**config.mk**
```make
export PLATFORM = sky130hd
export DESIGN_NAME = tqf_queue
export DESIGN_NICKNAME = d
export VERILOG_FILES = /design/src/sv/tqf_queue.sv
export SDC_FILE = /design/constraint.sdc
export NUM_CORES = 1
export LEC_CHECK = 0
export ABC_AREA = 0
export BUFFER_PORTS_ARGS = -buffer_cell sky130_fd_sc_hd__buf_4
export CORE_MARGIN = 1
export CORE_UTILIZATION = 55
export CTS_CLUSTER_SIZE = 28
export DETAILED_ROUTE_END_ITERATION = 10
export PLACE_DENSITY = 0.76
export SLEW_MARGIN = 10
export SYNTH_ARGS = -nofsm -noshare
export SYNTH_HDL_FRONTEND = slang
export SYNTH_SLANG_ARGS = --single-unit
```
**constraint.sdc**
```tcl
create_clock -name clk -period 1.4 [get_ports clk]
set_input_delay 0.21 -clock clk [delete_from_list [all_inputs] [get_ports clk]]
set_output_delay 0.21 -clock clk [all_outputs]
set_load 0.02 [all_outputs]
```
**src/sv/tqf_queue.sv**
```systemverilog
`timescale 1ns / 1ps
`default_nettype none

// Small FIFO between front and back.
module tqf_queue #(
	parameter int WIDTH = 8,
	parameter int DEPTH = 4
) (
	input  wire logic             clk,
	input  wire logic             arst_n,
	input  wire logic             push,
	input  wire logic [WIDTH-1:0] wdata,
	output logic                  full,
	input  wire logic             pop,
	output logic [WIDTH-1:0]      rdata,
	output logic                  nonempty
);

	localparam int PTRW = (DEPTH > 1) ? $clog2(DEPTH) : 1;
	localparam int CNTW = $clog2(DEPTH + 1);

	logic [WIDTH-1:0] mem_q [DEPTH];
	logic [PTRW-1:0]  wr_q, rd_q;
	logic [CNTW-1:0]  cnt_q;

	assign full     = (cnt_q == CNTW'(DEPTH));
	assign nonempty = (cnt_q != '0);
	assign rdata    = mem_q[rd_q];

	// store on push
	always_ff @(posedge clk) begin
		if (push) begin
			mem_q[wr_q] <= wdata;
		end
	end

	// advance pointers and fill count
	always_ff @(posedge clk or negedge arst_n) begin
		if (!arst_n) begin
			wr_q  <= '0;
			rd_q  <= '0;
			cnt_q <= '0;
		end else begin
			if (push) begin
				wr_q <= (wr_q == PTRW'(DEPTH - 1)) ? '0 : wr_q + PTRW'(1);
			end
			if (pop) begin
				rd_q <= (rd_q == PTRW'(DEPTH - 1)) ? '0 : rd_q + PTRW'(1);
			end
			if (push && !pop) begin
				cnt_q <= cnt_q + CNTW'(1);
			end else if (pop && !push) begin
				cnt_q <= cnt_q - CNTW'(1);
			end
		end
	end

`ifndef SYNTHESIS
	a_no_overflow: assert property (@(posedge clk) disable iff (!arst_n)
		push |-> (!full || pop))
		else $error("queue written while full");
	a_no_underflow: assert property (@(posedge clk) disable iff (!arst_n)
		pop |-> nonempty)
		else $error("queue read while empty");
`endif

endmodule

`default_nettype wire

```
Word-level counts from Yosys, hierarchy flattened
Memory sizes are Yosys's and may differ from the RTL's. Cells that the tools add are included.

Register bits after elaboration: 7. Bits in writable memories: 32. Bits of input ports: 12. Output and inout port bits: 10. Logic and storage cells: 23. Memories: 1.

Memories: mem_q (depth 4, width 8, rd ports 1, clocked after Yosys merged registers in 0, write ports 1, line 22) `logic [WIDTH-1:0] mem_q [DEPTH];`.

Add/subtract/negate cells: 4. Eq/ne operators: 3. Multiplexer cells: 6. Reduce and logical (&&, ||, !) cells: 6.

Operator list (number): 3-bit 2-to-1 mux (2); 2-bit by 1-bit adder with 2-bit output, second input constant (2); 2-bit equality test, second input constant (2); 2-bit 2-to-1 mux (2); 3-bit by 1-bit adder with 3-bit output, second input constant (1); 3-bit equality test, second input constant (1); 3-bit nonzero test (1); 3-bit by 1-bit subtractor with 3-bit output, second input constant (1); 1-bit logical AND (2); 1-bit zero test (2); 1-bit 2-to-1 mux (2); 2-bit nonzero test (1).

Longest topological paths before layout
Gate-level depths: netlist of the first run.

Word-level depth: 4. Mapped depth: 7. Gate-level depth less buffers: 7.

Least setup slack after synthesis of the first run
Ideal clock, no wire load.

Kind: reg-to-reg. From: register cnt_q[0]. To: register cnt_q[2]. Library setup time: 0.079 ns. Arrival time: 1.212 ns. Data required time: 1.321 ns. Path slack: 0.109 ns. Stages on the path, launching flop included: 5. Buffers on the path: 0. Clock period less this slack: 1.291 ns. Cells stage by stage: dfrtp_1 > fa_1 > xor2_1 > nor2_1 > xor2_1.

Cells in the longest elaborated chain, start to end: 3. Elaborated cells between the ends (all ways): 4. Classes of those cells: 2 x add/sub; 2 x mux.

RTL lines: start: declaration (line 24) `logic [CNTW-1:0] cnt_q;`; start signal: assignment (line 51) `cnt_q <= cnt_q + CNTW'(1);`; start signal: assignment (line 53) `cnt_q <= cnt_q - CNTW'(1);`; 3-bit by 1-bit subtractor with 3-bit output (line 53); 3-bit 2-to-1 mux (line 52) `end else if (pop && !push) begin`; 3-bit 2-to-1 mux (*) (line 50) `if (push && !pop) begin`.

Mark *: on every way between the ends. The rest lies on a longest branch, timed or not. The select of a mux whose other input is x is not followed. A chain may end at the register's enable or synchronous reset.

Worst setup path after layout of the first run
From: register rd_q[0]. To: output rdata[5].

Cells in the longest elaborated chain, start to end: 1.

RTL lines: start: declaration (line 23) `logic [PTRW-1:0] wr_q, rd_q;`; start signal: assignment (line 48) `rd_q <= (rd_q == PTRW'(DEPTH - 1)) ? '0 : rd_q + PTRW'(1);`; memory 4 x 8 bit; end: declaration (line 15) `output logic [WIDTH-1:0] rdata,`.

No other way between the ends.

==> implementation parameters, run 1 <==
Parameter                              Value

CTS
  Clock edge transition at the registers on the reported setup and hold paths ... ~0.11 ns
  CTS H-tree lvls ... 2
  Number of sinks driven by the clock tree ... 39
  Maximum buffer depth of the clock tree ... 2
  Skew-Pair Late Insertion Delay ... 0.34 ns
  Num CTS Buffers ... 5
  CTS tree ... done
  Buffer cell driving the clock tree root ... sky130_fd_sc_hd__clkbuf_4

Cells and area
  Register area ... around 1100 sq um
  Post-route non-filler standard cell count ... 156
  NumNets Final ... 143
  Final Core Density ... 75.10%
  Fill cell total of the finished layout ... roughly 160
  Area of the multi-input gates ... approximately 410 sq um
  Ratio of cells with drive above 1 in the final layout ... between 40% and 50%
  Area Overhead vs Synth ... 30.65%
  Diodes inserted ... 0

Detailed routing
  Antenna-violating nets left ... 0
  Total via count in the routed design ... around 830
  Via count normalized by instance count ... about 5.3
  Initial DRT Pass Iterations ... 4
  Remaining DRCs ... 0
  Routed wire per std cell ... about 16 microns
  Final Routed Wirelength ... around 2600 microns
  1st-iter DRT viols ... 24

Timing
  Setup repair after global routing missed its margin ... true
  Clock tree skew after final layout ... a little under 0.01 ns
  Transition time at the pin with the least slew margin ... ~0.44 ns
  Summed negative setup slack over all endpoints ... -2.883 ns
  Hold Violations, Final ... 0
  Highest attainable clock frequency ... about 0.56 GHz
  Slew headroom ... between 70% and 80%
  Number of pins exceeding their max-slew limit in the final report ... 0
  Fin crit share ... 126.7%
  Post-route setup slack ... -0.3736 ns
  Final number of setup-violating endpoints ... 9
  Min Tclk post-route ... 1.774 ns

Floorplan
  Number of ports placed on the die boundary ... 22
  Standard-cell row count ... 19
  Die W ... 55.46 microns
  Initial cell density of the core ... between 50% and 60%
  Die area ... 3075 sq um
  Height of the die ... around 55 microns
  Area of the core region ... 2734 sq um

Critical path
  CP arrival ... around 1.6 ns
  Setup CP Type ... reg -> out
  Req. time, crit path ... ~1.2 ns
  Startpoint type of the worst setup path ... flip-flop
  Critical-path maximum fanout ... 4
  Nature of the critical path endpoint ... output port

Global routing
  Global-route wire length before repair ... approximately 4200 microns
  Met1 Track Usage GR ... between 20 and 25%
  Final global-route overflow total ... 0
  Number of global-route vias before repair ... about 910
  Met2 Usage GRT ... around 32%
  Initial antenna violation count ... 0
  Met3 Resource Use GR ... roughly 5%
  Maximum number of pins on one net before global-route repair ... 13
  Layer with the highest usage after global routing ... met2
  Total track usage ... between 10% and 20%

Synthesis
  Async set-reset flop share out of synthesis ... 17.95%
  Yosys reg bits ... 39
  Synthesized area ... between 1500 and 2000 sq um
  Post-synth top area share ... 61.15%
  Net count after synthesis ... 98
  Cell types with the largest area share after synthesis ... sky130_fd_sc_hd__edfxtp_1 (61%), sky130_fd_sc_hd__mux4_2 (11%), sky130_fd_sc_hd__dfrtp_1 (11%)
  Library cell with the largest summed area after synthesis ... sky130_fd_sc_hd__edfxtp_1
  Warnings, synthesis ... 0
  Number of distinct standard cells referenced by the synthesized netlist ... 18
  Cells after synthesis ... between 70 and 80
  Main synth FF type ... sky130_fd_sc_hd__edfxtp_1
  Post-synthesis sequential area ratio ... between 70% and 80%
  Syn avg cell area ... around 20 sq um
  Number of flops mapped to enable cells by yosys ... 32

Run status
  Result of the run ... finished with violations
  Violations in the final reports ... setup timing

Placement
  Port Buf Inserts ... 21
  Sum of net half-perimeters after detailed placement ... between 1500 and 2000 microns
  Final GP Congestion ... around 0.73
  Total placed cells including tap cells ... 142

Worst hold path
  Worst min path class ... in -> reg

Power and ir drop
  Power per unit of standard cell area ... 2024 nW/um^2
  Leakage power total ... 0.0008084 uW
  Maximum ir drop on the vdd rail ... around 0.0017 V
  Total chip power ... between 4000 and 5000 uW

Run
  Max_cap viols ... 0
stage by stage:
step | cell area [sq um] | worst slack [ns] | hold slack (ns)
after floorplan | 1572 | 0.1091 | -0.08559
after global placement | 1862 | -0.02157 | 0.02814
after detailed placement | 1862 | -0.06425 | 0.03186
after CTS | 2012 | -0.4142 | 0.04936
after global routing | 2053 | -0.4288 | 0.03859
final | 2053 | -0.3736 | 0.06286
flip-flops by register name, summed over array words and instances (netlist names):
register,cells
rd_q,2
mem_q,32
wr_q,2
cnt_q,3
worst paths after layout:
check                                startpoint                     to  cells after the start  slack (ns)
max                         rd_q[0]$_DFFE_PN0P_               rdata[5]                      3       -0.37
min                                    wdata[1]  mem_q[3][1]$_DFFE_PP_                      1        0.06
max reg2reg                cnt_q[1]$_DFFE_PN0P_   cnt_q[2]$_DFFE_PN0P_                      5        0.02
min reg2reg                 wr_q[1]$_DFFE_PN0P_    wr_q[1]$_DFFE_PN0P_                      2        0.62
max in group asynchronous                arst_n    rd_q[0]$_DFFE_PN0P_                      2        1.06
min in group asynchronous                arst_n   cnt_q[2]$_DFFE_PN0P_                      2        0.21
worst max-delay path, stage by stage, from the launching register on:
cell                      delay (ns)
sky130_fd_sc_hd__dfrtp_2        0.42
sky130_fd_sc_hd__buf_6          0.14
sky130_fd_sc_hd__mux4_2         0.51
sky130_fd_sc_hd__buf_6          0.15
metal layers:
| metal | part of all wire (%) | vias to the layer above |
|---|---|---|
| met2 | 55 | 16 |
| met3 | 3.2 | 6 |
| li1 | - | 392 |
| met4 | 2.1 | 0 |
| met1 | 40 | 419 |
| met5 | 0 | - |
cell type report:
| type | instances | area share, % |
|---|---|---|
| clock buffer | 5 | 1.828 |
| clock inverter | 3 | 1.889 |
| inverter | 5 | 0.9141 |
| multi-input combinational | 33 | 20.11 |
| sequential | 39 | 55.45 |
| tap | 31 | 1.889 |
| timing repair buffer | 40 | 17.92 |
layout by cell type, fill, tap and decap left out:
| cell | instances |
|---|---|
| sky130_fd_sc_hd__ha_1 | 6 |
| sky130_fd_sc_hd__buf_6 | 14 |
| sky130_fd_sc_hd__o21ai_0 | 2 |
| sky130_fd_sc_hd__nor2_1 | 2 |
| sky130_fd_sc_hd__dlygate4sd3_1 | 1 |
| sky130_fd_sc_hd__dfrtp_2 | 2 |
| sky130_fd_sc_hd__mux2_2 | 3 |
| sky130_fd_sc_hd__xnor2_1 | 1 |
| sky130_fd_sc_hd__nand3_1 | 1 |
| sky130_fd_sc_hd__xor2_1 | 2 |
| sky130_fd_sc_hd__buf_12 | 1 |
| sky130_fd_sc_hd__and2_1 | 4 |
| sky130_fd_sc_hd__inv_1 | 5 |
| sky130_fd_sc_hd__nor3b_2 | 1 |
| sky130_fd_sc_hd__mux4_2 | 8 |
| sky130_fd_sc_hd__dfrtp_1 | 5 |
| sky130_fd_sc_hd__edfxtp_1 | 32 |
| sky130_fd_sc_hd__fa_2 | 1 |
| sky130_fd_sc_hd__bufinv_16 | 1 |
| sky130_fd_sc_hd__clkinv_1 | 1 |
| sky130_fd_sc_hd__clkinv_2 | 1 |
| sky130_fd_sc_hd__buf_4 | 24 |
| sky130_fd_sc_hd__or3_4 | 1 |
| sky130_fd_sc_hd__nand2_1 | 1 |
| sky130_fd_sc_hd__clkbuf_4 | 5 |
cell families after synthesis:
group | Yosys count | synth area share [%]
AO/OA/AOI/OAI | 2 | 0.6370
multiplexers | 11 | 13.61
XOR/XNOR | 3 | 1.672
AND/OR/NAND/NOR | 10 | 3.503
adder cells (fa/ha/maj) | 7 | 6.051
buffers and inverters | 7 | 2.229
flip-flops | 39 | 72.29
power breakdown:
part | leakage [uW] | internal (uW) | total (uW) | switching [uW]
clock | 0.0000426 | 367 | 709 | 342
sequential | 0.000375 | 1530 | 1710 | 184
combinational | 0.000391 | 1000 | 1730 | 728
total | 0.000808 | 2900 | 4160 | 1250
Yosys cell counts, types with 2 or more instances:
cell,count
sky130_fd_sc_hd__edfxtp_1,32
sky130_fd_sc_hd__xor2_1,2
sky130_fd_sc_hd__mux2_2,3
sky130_fd_sc_hd__nor2_1,2
sky130_fd_sc_hd__dfrtp_1,7
sky130_fd_sc_hd__ha_1,6
sky130_fd_sc_hd__o21ai_0,2
sky130_fd_sc_hd__mux4_2,8
sky130_fd_sc_hd__inv_1,5
sky130_fd_sc_hd__and2_1,4
what timing repair did:
item                                    in CTS  in global routing
gates cloned                                 0                  0
pin swaps                                    0                  3
hold buffers                                 1                  0
gates resized for setup                      9                 10
hold endpoints to repair                     7                  0
endpoints found under the setup margin       9                 13
buffers inserted                             4                  1
Note: power is estimated with default switching activity, not from simulation.
==> inputs of run 2 (changes only) <==
PLACE_DENSITY = 0.78   (was 0.76)
==> run 2 against run 1 <==
The run still ends with setup timing left; register-to-register slack is essentially flat; worst hold slack gained 0.011 ns; clock-buffer cell count grew 1; largest cell class unchanged; highest routed layer unchanged; design area grew 0.12%; worst setup slack gained 0.040 ns; via count shrank 4.2%; utilization grew 0.091 points; sequential power is essentially flat; final cell count shrank 3.8%.
==> implementation parameters, run 2 (same netlist as run 1, synthesis figures left out) <==
Parameter                              Value

Cells and area
  Summed area of non-filler cells in the final layout ... 2056 sq um (was 2053 sq um)
  Top library cells by usage in the layout, fill and taps aside ... sky130_fd_sc_hd__edfxtp_1 (32), sky130_fd_sc_hd__buf_4 (17), sky130_fd_sc_hd__buf_6 (11), sky130_fd_sc_hd__mux4_2 (8) (was sky130_fd_sc_hd__edfxtp_1 (32), sky130_fd_sc_hd__buf_4 (24), sky130_fd_sc_hd__buf_6 (14), sky130_fd_sc_hd__mux4_2 (8), sky130_fd_sc_hd__ha_1 (6))
  Diodes inserted ... 0 (unchanged)
  Leading cell type in the layout, fill and taps excluded ... sky130_fd_sc_hd__edfxtp_1 (unchanged)
  Ratio of cells with drive above 1 in the final layout ... 47.06% (was 49.60%)
  Post-route non-filler standard cell count ... 150 (was 156)
  Area Overhead vs Synth ... 30.81% (was 30.65%)
  Register area ... 1137 sq um (was 1139 sq um)
  NumNets Final ... 137 (was 143)
  Area of the multi-input gates ... 412.9 sq um (unchanged)
  Register with the most flip-flops ... mem_q (unchanged)
  Largest regs ... mem_q (32), cnt_q (3) (unchanged)
  Flip-flop count of the largest register after layout ... 32 (unchanged)
  Fill cell total of the finished layout ... 155 (was 164)

Power and ir drop
  Maximum ir drop on the vdd rail ... 0.001528 V (was 0.001699 V)
  Cell-internal power ... 2941 uW (was 2901 uW)
  Power per unit of standard cell area ... 2046 nW/um^2 (was 2024 nW/um^2)
  Net Switching ... 1266 uW (was 1254 uW)
  Seq pwr share ... 40.7% (was 41.2%)
  Leakage power total ... 0.0007942 uW (was 0.0008084 uW)
  Switching part of the total ... 30.09% (was 30.17%)
  Share of power burned in combinational logic ... 41.1% (was 41.7%)
  Power share of the clock group ... 18.3% (was 17.1%)

CTS
  CTS H-tree lvls ... 2 (unchanged)
  CTS tree ... done (unchanged)
  Clock edge transition at the registers on the reported setup and hold paths ... 0.11 ns (about the same)
  Buffer cell driving the clock tree root ... sky130_fd_sc_hd__clkbuf_4 (unchanged)
  Number of sinks driven by the clock tree ... 39 (unchanged)
  Skew-Pair Late Insertion Delay ... 0.33 ns (was 0.34 ns)
  Maximum buffer depth of the clock tree ... 2 (unchanged)
  Num CTS Buffers ... 5 (unchanged)

Placement
  Post-place instance area ... 1874 sq um (was 1862 sq um)
  Total placed cells including tap cells ... 137 (was 142)
  Final GP Congestion ... 0.7000 (was 0.7344)
  Sum of net half-perimeters after detailed placement ... 1725 microns (was 1782 microns)
  Port Buf Inserts ... 21 (unchanged)
  Place WS ... -0.09365 ns (was -0.06425 ns)

Critical path
  Kind of cell with the highest combined delay on the critical path ... multiplexers (unchanged)
  Startpoint type of the worst setup path ... flip-flop (unchanged)
  Critical-path maximum fanout ... 9 (was 4)
  Setup CP Type ... reg -> out (unchanged)
  CP arrival ... 1.52 ns (was 1.56 ns)
  Nature of the critical path endpoint ... output port (unchanged)
  Req. time, crit path ... 1.19 ns (about the same)
  Slowest cell on crit path ... sky130_fd_sc_hd__mux4_2 (unchanged)
  Worst path bufs/invs ... 2 (unchanged)
  Delay of the slowest cell on the worst path ... 0.51 ns (about the same)
  Critical-path cell list ... buf_12, mux4_2, buf_6 (was buf_6, mux4_2, buf_6)

Floorplan
  Standard-cell row count ... 19 (unchanged)
  Number of ports placed on the die boundary ... 22 (unchanged)
  Die W ... 55.46 microns (unchanged)
  Initial cell density of the core ... 57.48% (unchanged)
  Area of the core region ... 2734 sq um (unchanged)
  Die area ... 3075 sq um (unchanged)
  Height of the die ... 55.46 microns (unchanged)

Detailed routing
  Total via count in the routed design ... 798 (was 833)
  Routed wire per std cell ... 17.22 microns (was 16.44 microns)
  Via count normalized by instance count ... 5.320 (was 5.340)
  Remaining DRCs ... 0 (unchanged)
  Final Routed Wirelength ... 2583 microns (was 2565 microns)
  Initial DRT Pass Iterations ... 4 (unchanged)
  1st-iter DRT viols ... 25 (was 24)
  Antenna-violating nets left ... 0 (unchanged)

Timing
  Slew headroom ... 71.21% (was 70.35%)
  Highest attainable clock frequency ... 0.5769 GHz (was 0.5638 GHz)
  Clock tree skew after final layout ... 0.01169 ns (was 0.009749 ns)
  Transition time at the pin with the least slew margin ... 0.4319 ns (was 0.4447 ns)
  Fin crit share ... 123.8% (was 126.7%)
  Number of pins exceeding their max-slew limit in the final report ... 0 (unchanged)
  Setup repair after global routing missed its margin ... true (unchanged)
  Hold Violations, Final ... 0 (unchanged)
  Min Tclk post-route ... 1.733 ns (was 1.774 ns)
  Post-route setup slack ... -0.3333 ns (was -0.3736 ns)
  Final number of setup-violating endpoints ... 10 (was 9)

Global routing
  Final global-route overflow total ... 0 (unchanged)
  Maximum number of pins on one net before global-route repair ... 13 (unchanged)
  Global-route wire length before repair ... 4202 microns (was 4174 microns)
  Initial antenna violation count ... 0 (unchanged)
  Total track usage ... 19.22% (was 18.86%)
  Number of global-route vias before repair ... 870 (was 907)

Run status
  Violations in the final reports ... setup timing (unchanged)
  Result of the run ... finished with violations (unchanged)

Run
  Max_cap viols ... 0 (unchanged)

Worst hold path
  Worst min path class ... in -> reg (unchanged)
-- run 2: changes by cell type in the layout (fill, tap and decap cells not counted), sizes merged --
cell,change
buf,-6
clkbuf,+1
clkinv,-1
-- run 2: final cells by class --
type	count	area share, %
clock inverters	2	1.704
clock buffers	6	2.495
multi-input cells	33	20.09
flip-flops and latches	39	55.33
well taps	31	1.887
repair buffers	34	17.59
inverters	5	0.9130
-- run 2: repair_timing --
item                                    CTS  global route
gates cloned                              0             0
endpoints found under the setup margin   10            11
gates resized for setup                  11             4
hold endpoints to repair                  7             0
setup buffers                             3             1
hold buffers                              1             0
pin swaps                                 3             3
-- run 2: worst register-to-register path, cell delays in order (launching register included) --
cell and delay, ns:
sky130_fd_sc_hd__dfrtp_1 0.43, sky130_fd_sc_hd__buf_6 0.13, sky130_fd_sc_hd__fa_2 0.33, sky130_fd_sc_hd__xor2_1 0.14, sky130_fd_sc_hd__nor2_1 0.11, sky130_fd_sc_hd__xor2_1 0.18
-- run 2: per-stage QoR --
step	power (uW)	setup TNS (ns)	util, %	hold WS, ns
global route	4425	-3.524	75.19	0.04567
global placement	3120	-0.04342	68.56	0.02726
finish	4206	-2.768	75.19	0.07383
CTS	4152	-2.830	74.37	0.06584
detailed placement	3192	-0.1194	68.56	0.03110
floorplan	2573	0	-	-0.08559
-- run 2: power by group through the flow --
stage / Combinational (uW) / Sequential (uW) / Clock [uW]
final: 1730 / 1710 / 769
after global routing: 1860 / 1730 / 834
after CTS: 1680 / 1690 / 778
after detailed placement: 1460 / 1730 / 0
after global placement: 1410 / 1710 / 0
after floorplan: 932 / 1640 / 0
-- run 2: routing by layer --
metal	vias up	track usage [%]	part of all wire (%)
li1	384	-	-
met1	398	23.72	42
met2	14	32.01	54
met3	2	6.557	2.7
met4	0	6.429	0.62
met5	-	0	0
-- run 2: worst paths after layout --
check,startpoint,end,slack (ns),cells past startpoint
max,rd_q[0]$_DFFE_PN0P_,rdata[3],-0.33,3
min,wdata[4],mem_q[1][4]$_DFFE_PP_,0.07,1
max reg2reg,cnt_q[1]$_DFFE_PN0P_,cnt_q[2]$_DFFE_PN0P_,0.01,5
min reg2reg,cnt_q[0]$_DFFE_PN0P_,cnt_q[0]$_DFFE_PN0P_,0.56,1
max in group asynchronous,arst_n,cnt_q[0]$_DFFE_PN0P_,1.01,2
min in group asynchronous,arst_n,rd_q[1]$_DFFE_PN0P_,0.26,2
==> inputs of run 3 (changes only) <==
HOLD_SLACK_MARGIN = 0.12   (was unset)
clock period = 1.61 ns   (was 1.4 ns; I/O delays follow)
==> run 3 against run 2 <==
The run still ends with setup timing left; via count shrank 0.88%; sequential power down 14%; register-to-register slack better by 0.23 ns; utilization decreased by 3.4 points; sequential cell count stayed put; final cell count stayed put; non-clock buffer count stayed put; worst setup slack improved by 0.16 ns; die area stayed put; critical endpoint is now rdata[7].
==> implementation parameters, run 3 (same netlist as run 1, synthesis figures left out) <==
Parameter                              Value

CTS
  CTS tree ... done (unchanged)
  CTS H-tree lvls ... 2 (unchanged)
  Setup Fix Bufs, Post-CTS ... 0 (was 3)
  Buffer cell driving the clock tree root ... sky130_fd_sc_hd__clkbuf_4 (unchanged)
  Maximum buffer depth of the clock tree ... 2 (unchanged)
  Skew-Pair Late Insertion Delay ... 0.34 ns (was 0.33 ns)
  Clock edge transition at the registers on the reported setup and hold paths ... 0.10 ns (was 0.11 ns)
  Num CTS Buffers ... 5 (unchanged)
  Number of sinks driven by the clock tree ... 39 (unchanged)

Critical path
  Startpoint type of the worst setup path ... flip-flop (unchanged)
  Req. time, crit path ... 1.37 ns (was 1.19 ns)
  Cells on worst reg2reg path ... 4 (was 5)
  Setup CP Type ... reg -> out (unchanged)
  CP endpoint ... rdata[7] (was rdata[3])
  Setup crit start ... rd_q[0]$_DFFE_PN0P_ (unchanged)
  Critical-path maximum fanout ... 11 (was 9)
  Register-to-register setup slack ... 0.24 ns (was 0.01 ns)
  Nature of the critical path endpoint ... output port (unchanged)
  End of the worst register-to-register path ... cnt_q[2]$_DFFE_PN0P_ (unchanged)
  CP arrival ... 1.54 ns (was 1.52 ns)
  Beginning of the worst register-to-register path ... cnt_q[0]$_DFFE_PN0P_ (was cnt_q[1]$_DFFE_PN0P_)

Timing
  Post-route setup slack ... -0.1750 ns (was -0.3333 ns)
  Hold Violations, Final ... 0 (unchanged)
  Setup repair after global routing missed its margin ... true (unchanged)
  Transition time at the pin with the least slew margin ... 0.4505 ns (was 0.4319 ns)
  Clock tree skew after final layout ... 0.008794 ns (was 0.01169 ns)
  Fin crit share ... 110.9%
  Highest attainable clock frequency ... between 0.5 and 0.6 GHz
  Min Tclk post-route ... 1.785 ns
  Number of pins exceeding their max-slew limit in the final report ... 0 (unchanged)
  Final number of setup-violating endpoints ... 8 (was 10)
  Slew headroom ... 69.97% (was 71.21%)

Placement
  Port Buf Inserts ... 21 (unchanged)
  Place WS ... 0.1016 ns (was -0.09365 ns)
  Final GP Congestion ... 0.6646 (was 0.7000)
  Sum of net half-perimeters after detailed placement ... 1661 microns (was 1725 microns)

Floorplan
  Die W ... 55.46 microns (unchanged)
  Die area ... 3075 sq um (unchanged)
  Height of the die ... 55.46 microns (unchanged)
  Area of the core region ... 2734 sq um (unchanged)
  Initial cell density of the core ... 57.48% (unchanged)
  Number of ports placed on the die boundary ... 22 (unchanged)
  Standard-cell row count ... 19 (unchanged)

Cells and area
  NumNets Final ... 137 (unchanged)
  Leading cell type in the layout, fill and taps excluded ... sky130_fd_sc_hd__edfxtp_1 (unchanged)
  Final Core Density ... 71.81% (was 75.19%)
  Ratio of cells with drive above 1 in the final layout ... 34.45% (was 47.06%)
  Fill cell total of the finished layout ... 179 (was 155)
  Largest regs ... mem_q (32), cnt_q (3) (unchanged)
  Register with the most flip-flops ... mem_q (unchanged)
  Area Overhead vs Synth ... 24.92% (was 30.81%)
  Diodes inserted ... 0 (unchanged)
  Top library cells by usage in the layout, fill and taps aside ... sky130_fd_sc_hd__edfxtp_1 (32), sky130_fd_sc_hd__buf_4 (16), sky130_fd_sc_hd__dlygate4sd3_1 (9), sky130_fd_sc_hd__mux4_2 (8), sky130_fd_sc_hd__buf_6 (8) (was sky130_fd_sc_hd__edfxtp_1 (32), sky130_fd_sc_hd__buf_4 (17), sky130_fd_sc_hd__buf_6 (11), sky130_fd_sc_hd__mux4_2 (8))
  Flip-flop count of the largest register after layout ... 32 (unchanged)

Worst hold path
  Worst min path class ... in -> reg (unchanged)
  Worst min-delay path startpoint ... push (was wdata[4])
  Worst hold path stage count ... 2 (was 1)

Run status
  Violations in the final reports ... setup timing (unchanged)
  Result of the run ... finished with violations (unchanged)

Detailed routing
  Routed wire per std cell ... 16.61 microns (was 17.22 microns)
  Initial DRT Pass Iterations ... 4 (unchanged)
  Antenna-violating nets left ... 0 (unchanged)
  Final Routed Wirelength ... 2492 microns (was 2583 microns)
  Via count normalized by instance count ... 5.273 (was 5.320)
  1st-iter DRT viols ... 18 (was 25)
  Total via count in the routed design ... 791 (was 798)
  Remaining DRCs ... 0 (unchanged)

Run
  Max_cap viols ... 0 (unchanged)

Global routing
  Total track usage ... 19.16% (was 19.22%)
  Maximum number of pins on one net before global-route repair ... 12 (was 13)
  Global-route wire length before repair ... 4202 microns (unchanged)
  Final global-route overflow total ... 0 (unchanged)
  Number of global-route vias before repair ... 883 (was 870)
  Initial antenna violation count ... 0 (unchanged)

Power and ir drop
  Total chip power ... 3260 uW (was 4206 uW)
  Leakage power total ... 0.0007481 uW (was 0.0007942 uW)
  Power per unit of standard cell area ... 1661 nW/um^2 (was 2046 nW/um^2)
  Maximum ir drop on the vdd rail ... 0.001313 V (was 0.001528 V)
-- run 3: changes by cell type in the layout (fill, tap and decap cells not counted), moves of 3 or more --
cell                            delta
sky130_fd_sc_hd__dlygate4sd3_1     +8
sky130_fd_sc_hd__buf_12            -4
sky130_fd_sc_hd__buf_6             -3
sky130_fd_sc_hd__clkbuf_1          +3
-- run 3: how the worst min path moves through the flow --
stage	end	slack [ns]
2_1_floorplan	cnt_q[0]$_DFFE_PN0P_	-0.05
3_3_place_gp	rd_q[1]$_DFFE_PN0P_	0.06
3_5_place_dp	rd_q[0]$_DFFE_PN0P_	0.06
4_1_cts	wr_q[1]$_DFFE_PN0P_	0.13
5_1_grt	wr_q[1]$_DFFE_PN0P_	0.14
6_report	wr_q[1]$_DFFE_PN0P_	0.14
-- run 3: area by class of cell --
type,count,area (sq um),share of cell area [%]
sequential,39,1136,57.87
multi-input combinational,33,400.4,20.40
clock buffer,8,48.80,2.486
tap,31,38.79,1.976
timing repair buffer,34,320.3,16.32
inverter,5,18.77,0.9560
-- run 3: per-layer routing --
layer	up-vias	track usage (%)	share of wire [%]
li1	380	-	-
met1	391	24.49	42
met2	15	31.15	54
met3	5	6.323	2.9
met4	0	6.429	1.7
met5	-	0	0
-- run 3: what timing repair did --
item / 4_1_cts / 5_1_grt
hold buffers: 9 / 0
pin swaps: 0 / 0
setup endpoints to repair: 8 / 8
gates resized for setup: 8 / 0
endpoints found under the hold margin: 39 / 0
-- run 3: stage by stage --
step | hold WS, ns | std cells | area [sq um] | TNS (ns)
finish | 0.1393 | 150 | 1963 | -1.319
floorplan | -0.05409 | 79 | 1572 | 0
detailed placement | 0.06104 | 133 | 1794 | 0
global route | 0.1380 | 150 | 1963 | -1.751
CTS | 0.1266 | 150 | 1963 | -1.462
global placement | 0.05743 | 133 | 1794 | 0
-- run 3: critical path, cell delays in order (launching register included) --
cell and delay, ns:
sky130_fd_sc_hd__dfrtp_1 0.39, sky130_fd_sc_hd__buf_12 0.15, sky130_fd_sc_hd__mux4_2 0.52, sky130_fd_sc_hd__buf_6 0.15
-- run 3: where the power goes --
part,total [uW],internal [uW],switching (uW)
Clock,468,174,294
Sequential,1470,1330,147
Combinational,1320,716,604
Total,3260,2220,1040
